[config.mk]
export PLATFORM = sky130hd
export DESIGN_NAME = bounded_list_insert_delete_unit
export DESIGN_NICKNAME = d
export VERILOG_FILES = /design/src/rtl/bli_pkg.sv /design/src/rtl/bli_cell.sv /design/src/rtl/bounded_list_insert_delete_unit.sv
export SDC_FILE = /design/constraint.sdc
export NUM_CORES = 2
export LEC_CHECK = 0
export BUFFER_PORTS_ARGS = -buffer_cell sky130_fd_sc_hd__buf_2
export CAP_MARGIN = 20
export CELL_PAD_IN_SITES_DETAIL_PLACEMENT = 0
export CELL_PAD_IN_SITES_GLOBAL_PLACEMENT = 1
export CORE_AREA = 2 2 351 353
export DETAILED_ROUTE_END_ITERATION = 6
export DIE_AREA = 0 0 353 355
export PLACE_DENSITY_LB_ADDON = 0.1
export SETUP_SLACK_MARGIN = 0.15
export SLEW_MARGIN = 20
export SYNTH_ARGS = -nofsm -noshare
export SYNTH_HDL_FRONTEND = slang
export SYNTH_SLANG_ARGS = --single-unit
export TNS_END_PERCENT = 5
[constraint.sdc]
create_clock -name clk -period 23.5 [get_ports clk]
set_input_delay 1.175 -clock clk [delete_from_list [all_inputs] [get_ports clk]]
set_output_delay 1.175 -clock clk [all_outputs]
set_load 0.05 [all_outputs]
[src/rtl/bli_pkg.sv]
// ----------------------------------------------------------------------------
// bli_pkg: shared types and constants of the bounded list unit
// Word layouts, the cell command set and the controller states.
// ----------------------------------------------------------------------------
package bli_pkg;

  localparam int MAX_ENTRIES = 32;
  localparam int IDX_W       = (MAX_ENTRIES > 1) ? $clog2(MAX_ENTRIES) : 1;
  localparam int CNT_W       = $clog2(MAX_ENTRIES + 1);
  localparam int POS_W       = 8;
  localparam int VAL_W       = 32;

  // operation codes carried in the func field
  localparam logic [1:0] FUNC_PUSH_FRONT = 2'd0;
  localparam logic [1:0] FUNC_APPEND     = 2'd1;
  localparam logic [1:0] FUNC_DELETE     = 2'd2;

  typedef struct packed {
    logic [1:0]              func;
    logic signed [VAL_W-1:0] item_value;
    logic [POS_W-1:0]        position;
  } req_t;

  typedef struct packed {
    logic signed [VAL_W-1:0] entry_value;
    logic                    last_of_run;
    logic                    list_empty;
    logic                    insert_dropped;
  } rsp_t;

  typedef enum logic [2:0] {
    CELL_HOLD,
    CELL_PUSH,
    CELL_APPEND,
    CELL_DELETE,
    CELL_ROTATE
  } cell_op_t;

  typedef struct packed {
    cell_op_t         op;
    logic [POS_W-1:0] position;
    logic [CNT_W-1:0] count;
    logic [VAL_W-1:0] value;
    logic [VAL_W-1:0] head;
  } cell_ctrl_t;

  typedef enum logic {
    ST_IDLE,
    ST_EMIT
  } state_t;

endpackage

[src/rtl/bli_cell.sv]
// ----------------------------------------------------------------------------
// bli_cell: one storage cell of the list chain
// Holds one entry and trades it with its neighbors under a shared command.
// ----------------------------------------------------------------------------
module bli_cell
  import bli_pkg::*;
(
  input  logic             clk,
  input  logic [IDX_W-1:0] idx,
  input  cell_ctrl_t       ctrl,
  input  logic [VAL_W-1:0] left,
  input  logic [VAL_W-1:0] right,
  output logic [VAL_W-1:0] value
);

  logic at_tail;
  logic at_end;
  logic from_pos;

  assign at_tail  = (CNT_W'(idx) == ctrl.count);
  assign at_end   = (CNT_W'(idx) == (ctrl.count - CNT_W'(1)));
  assign from_pos = (POS_W'(idx) >= ctrl.position);

  always_ff @(posedge clk) begin
    case (ctrl.op)
      CELL_HOLD:   value <= value;
      CELL_PUSH:   value <= left;
      CELL_APPEND: if (at_tail) value <= ctrl.value;
      CELL_DELETE: if (from_pos) value <= right;
      CELL_ROTATE: value <= at_end ? ctrl.head : right;
      default:     value <= value;
    endcase
  end

endmodule

[src/rtl/bounded_list_insert_delete_unit.sv]
// ----------------------------------------------------------------------------
// bounded_list_insert_delete_unit: ordered list of signed words
// Front insert, back append and indexed delete over a chain of cells.
// ----------------------------------------------------------------------------
// Usage:
//   req channel (req_valid / req_stall / req) carries one operation word:
//   func 0 pushes item_value at the front, func 1 appends it at the back,
//   func 2 deletes the entry at position (ignored at or past the count),
//   func 3 changes nothing.
//   rsp channel (rsp_valid / rsp_stall / rsp) then carries the whole list,
//   front to back, one word per entry, last_of_run on the final word.
//   An empty list yields one word with list_empty set.
//   insert_dropped marks every word of a run whose insert hit a full list.
// Timing:
//   The operation is applied to the cells in the accept cycle. Emission
//   rotates the chain one cell per cycle while the output register is free to load; the next
//   word is accepted once the last result has entered the output register.
//   The cell chain length (MAX_ENTRIES) bounds a run at MAX_ENTRIES words.
// Reset (rst, synchronous) empties the list and holds req_stall high;
// cell contents are not cleared.
// A stalled rsp holds its word; the chain simply waits.
// ----------------------------------------------------------------------------
module bounded_list_insert_delete_unit
  import bli_pkg::*;
(
  input  logic clk,
  input  logic rst,
  input  logic req_valid,
  output logic req_stall,
  input  req_t req,
  output logic rsp_valid,
  input  logic rsp_stall,
  output rsp_t rsp
);

  state_t           state, state_next;
  logic [CNT_W-1:0] count, count_next;
  logic [CNT_W-1:0] emit_idx;
  logic             dropped;
  logic             accept;
  logic             full;
  logic             is_insert;
  logic             del_hit;
  logic             load;
  logic             empty;
  logic             last;
  cell_ctrl_t       ctrl;
  logic [VAL_W-1:0] cell_val [MAX_ENTRIES];

  assign accept    = req_valid && !req_stall;
  assign full      = (count == CNT_W'(MAX_ENTRIES));
  assign is_insert = (req.func == FUNC_PUSH_FRONT) || (req.func == FUNC_APPEND);
  assign del_hit   = (req.func == FUNC_DELETE) && (req.position < POS_W'(count));

  // output register can take a word this cycle
  assign load  = (state == ST_EMIT) && (!rsp_valid || !rsp_stall);
  assign empty = (count == '0);
  assign last  = empty || (emit_idx == (count - CNT_W'(1)));

  // next state
  always_comb begin
    state_next = state;
    case (state)
      ST_IDLE: if (req_valid) state_next = ST_EMIT;
      ST_EMIT: if (load && last) state_next = ST_IDLE;
      default: state_next = ST_IDLE;
    endcase
  end

  // controller outputs: stall and cell command
  always_comb begin
    req_stall     = 1'b1;
    ctrl.op       = CELL_HOLD;
    ctrl.position = req.position;
    ctrl.count    = count;
    ctrl.value    = req.item_value;
    ctrl.head     = cell_val[0];
    case (state)
      ST_IDLE: begin
        req_stall = rst;
        if (req_valid && !rst) begin
          if (is_insert && !full) begin
            ctrl.op = (req.func == FUNC_PUSH_FRONT) ? CELL_PUSH : CELL_APPEND;
          end else if (del_hit) begin
            ctrl.op = CELL_DELETE;
          end
        end
      end
      ST_EMIT: if (load && !empty) ctrl.op = CELL_ROTATE;
      default: ctrl.op = CELL_HOLD;
    endcase
  end

  always_comb begin
    count_next = count;
    if (accept) begin
      if (is_insert && !full) count_next = count + CNT_W'(1);
      else if (del_hit)       count_next = count - CNT_W'(1);
    end
  end

  always_ff @(posedge clk) begin
    if (rst) begin
      state     <= ST_IDLE;
      count     <= '0;
      emit_idx  <= '0;
      rsp_valid <= 1'b0;
    end else begin
      state <= state_next;
      count <= count_next;
      if (accept) emit_idx <= '0;
      else if (load) emit_idx <= emit_idx + CNT_W'(1);
      if (load) rsp_valid <= 1'b1;
      else if (!rsp_stall) rsp_valid <= 1'b0;
    end
  end

  // payload registers
  always_ff @(posedge clk) begin
    if (accept) dropped <= is_insert && full;
    if (load) begin
      rsp.entry_value    <= empty ? '0 : cell_val[0];
      rsp.last_of_run    <= last;
      rsp.list_empty     <= empty;
      rsp.insert_dropped <= dropped;
    end
  end

  // the cell chain: cell 0 is the front of the list
  for (genvar i = 0; i < MAX_ENTRIES; i++) begin : g_cell
    logic [VAL_W-1:0] left_val;
    logic [VAL_W-1:0] right_val;
    if (i == 0) begin : g_first
      assign left_val = ctrl.value;
    end else begin : g_mid_l
      assign left_val = cell_val[i-1];
    end
    if (i == MAX_ENTRIES - 1) begin : g_last
      assign right_val = '0;
    end else begin : g_mid_r
      assign right_val = cell_val[i+1];
    end
    bli_cell u_cell (
      .clk   (clk),
      .idx   (IDX_W'(i)),
      .ctrl  (ctrl),
      .left  (left_val),
      .right (right_val),
      .value (cell_val[i])
    );
  end

endmodule

==> results.yml <==
setup_path:
  cp_top_family: "buffers and inverters"
  critPathRequiredTime_ps: 24140
  crit_chain: "inv_1, ha_1, nor4b_2, buf_4, a2111o_1, nand3_4, buf_16, buf_4, buf_4, nor2_1, o2bb2ai_1"
  critPathMaxStageDelay_ps: 900
  path_buf_inv: 5
  slowest_stage: "buf_4"
  critPathLaunchType: "flop"
  worst_path_most_repeated_cell: "buf_4"
  timing_worst_setup_path_type: "reg -> reg"
  arrival_ps: 6170
  crit_path_end_kind: "flop"
  crit_fanout: 89
sta:
  fin_setup_tns_ps: 0
  finalHoldViolations: 0
  rsz0062_at_grt: "false"
  finalSetupViolCount: 0
  max_slew_margin: 0.1594
  slew_viol_final: 0
  worstMarginPinSlew_ps: 1261
  fin_crit_ps: 5533
  period_share: 0.2354
  clock_skew_ps: 22.68
  timing.fmax_ghz: 0.1807
cts:
  post_cts_buffers: 0
  cts_buffer_depth: 3
  cts_tree: "built"
  clk_pin_slew_ps: 60
  clock_latency_ps: 790
  cts_sinks: 1074
  cts_buffers: 131
  root_buffer: "clkbuf_16"
  hold_buffers: 0
  htree_levels: 4
  cts-resized-gates: 0
yosys:
  yosysWarnings: 0
  ys_ff_latch: 1074
  avgSynthCellArea_um2: 10.50
  syn_area_um2: 54450
  synth_ff_type: "edfxtp_1"
  synth_cells: 5186
  async_flop_share: 0
  synth_cell_type_count: 64
  synth_enable_flop_cells: 1060
  synth_seq_area_share: 0.5897
  syn-num-nets: 5244
grt:
  overflow: 0
  grt_antenna_before_repair: 3
  grt_max_degree: 230
  grt_pass1_wl_um: 336700
  grt_use_total: 0.3768
  grt_pass1_vias: 43450
routing:
  wirelength_um: 241900
  drtAntennaViolNets: 0
  via_count: 47270
  viasPerCell: 6.951
  first_iter_violations: 8177
  detail_route.wl_per_cell_um: 35.57
  drc_errors: 0
  drtPass1Iterations: 6
final_layout:
  drive_above_1_share: 0.1003
  layout_common_cells: "1,468 x nor2_1, 1,060 x edfxtp_1, 638 x a21oi_1"
  area_growth_pct: 11.67
  layout_commonest_cell: "nor2_1"
  nets: 5139
  diodes: 0
outcome:
  status: "finished clean"
floorplanning:
  fp.dieW_um: 353
  core_area_um2: 121400
  start_util: 0.4486
  io_pins: 83
  die_y_um: 355
  dieArea_um2: 125300
  fp-row-count: 128
power:
  finalPower_mw: 5.589
  powerDensity_nw_per_um2: 91.92
  p_leak_nw: 20.24
  irDropWorstVdd_mv: 0.07222
placed_design:
  port_buffers: 82
  dp_hpwl_um: 119000
  gp_congestion: 0.8324
hold_path:
  hold_class: "reg -> reg"
job:
  maxCapViolations: 0
## Yosys cell counts (all sizes together) (9+ instances only)
library cell	instances	area, um^2
nor2	1472	5525
edfxtp	1060	31830
a21oi	648	3247
o2bb2ai	608	5325
a221oi	358	3136
nand2	254	953.4
clkbuf	235	884.6
buf	232	1174
nand3	50	250.2
o21ai	50	299.0
nor2b	33	206.5
nor3	23	135.1
inv	15	56.30
a211oi	14	105.1
dfxtp	14	280.3
o211ai	13	97.59
ha	12	150.1
xnor2	11	96.34
a31oi	9	56.30
## final cells by class
class                      count  area, um^2
inverter                      15       56.30
clock inverter                60       474.2
timing repair buffer         229        1617
multi-input combinational   3630       21020
tap                         1625        2033
fill                       11210       60590
sequential                  1074       32110
clock buffer                 167        3498
## flip-flops by register name (all words and copies together), names as in the netlist
| register | count |
|---|---|
| g_cell.u_cell.value | 1024 |
| rsp | 35 |
| count | 6 |
| emit_idx | 6 |
| dropped | 1 |
| rsp_valid | 1 |
| state | 1 |
## metal layers
| metal | share of wire | vias up | GRT usage |
|---|---|---|---|
| met1 | 0.39 | 23570 | 0.5282 |
| met2 | 0.43 | 3625 | 0.5599 |
| li1 | - | 19420 | - |
| met5 | 0 | - | 0 |
| met3 | 0.13 | 658 | 0.09333 |
| met4 | 0.049 | 0 | 0.1546 |
## through the flow
step           cell area, um^2  cells  setup slack [ps]  hold WS [ps]  utilization
2_1_floorplan            54450   5186             14770         400.3            -
3_3_place_gp             56740   6571             17530         410.1       0.4674
3_5_place_dp             56790   6571             17500         408.0       0.4678
4_1_cts                  60760   6798             17720         420.3       0.5005
5_1_grt                  60810   6800             17660         442.3       0.5009
6_report                 60810   6800             17970         417.6       0.5009
## power by group
group	total (mW)	switching, mW	leakage (nW)	internal (mW)
clock	1.97	0.860	1.93	1.11
sequential	2.50	0.103	9.88	2.40
combinational	1.12	0.848	8.43	0.275
## logic make-up (layout without fill, tap and decap cells)
| group | Yosys count | count (layout) | synth area share |
|---|---|---|---|
| AO/OA/AOI/OAI | 1730 | 1730 | 0.2308 |
| XOR/XNOR | 18 | 18 | 0.002895 |
| adder cells (fa/ha/maj) | 12 | 12 | 0.002757 |
| buffers and inverters | 482 | 471 | 0.03883 |
| flip-flops | 1074 | 1074 | 0.5897 |
| multiplexers | 2 | 2 | 0.0003677 |
| AND/OR/NAND/NOR | 1868 | 1868 | 0.1346 |
## final timing paths
| kind | startpoint | end | slack [ps] | depth (start not counted) |
|---|---|---|---|---|
| hold reg to reg | dropped | rsp[0] | 420 | 0 |
| setup reg to reg | count[0] | g_cell[25].u_cell.value[10] | 17970 | 11 |
| setup / recovery | count[0] | g_cell[25].u_cell.value[10] | 17970 | 11 |
| hold / removal | dropped | rsp[0] | 420 | 0 |
(Power assumes the default switching activity.)
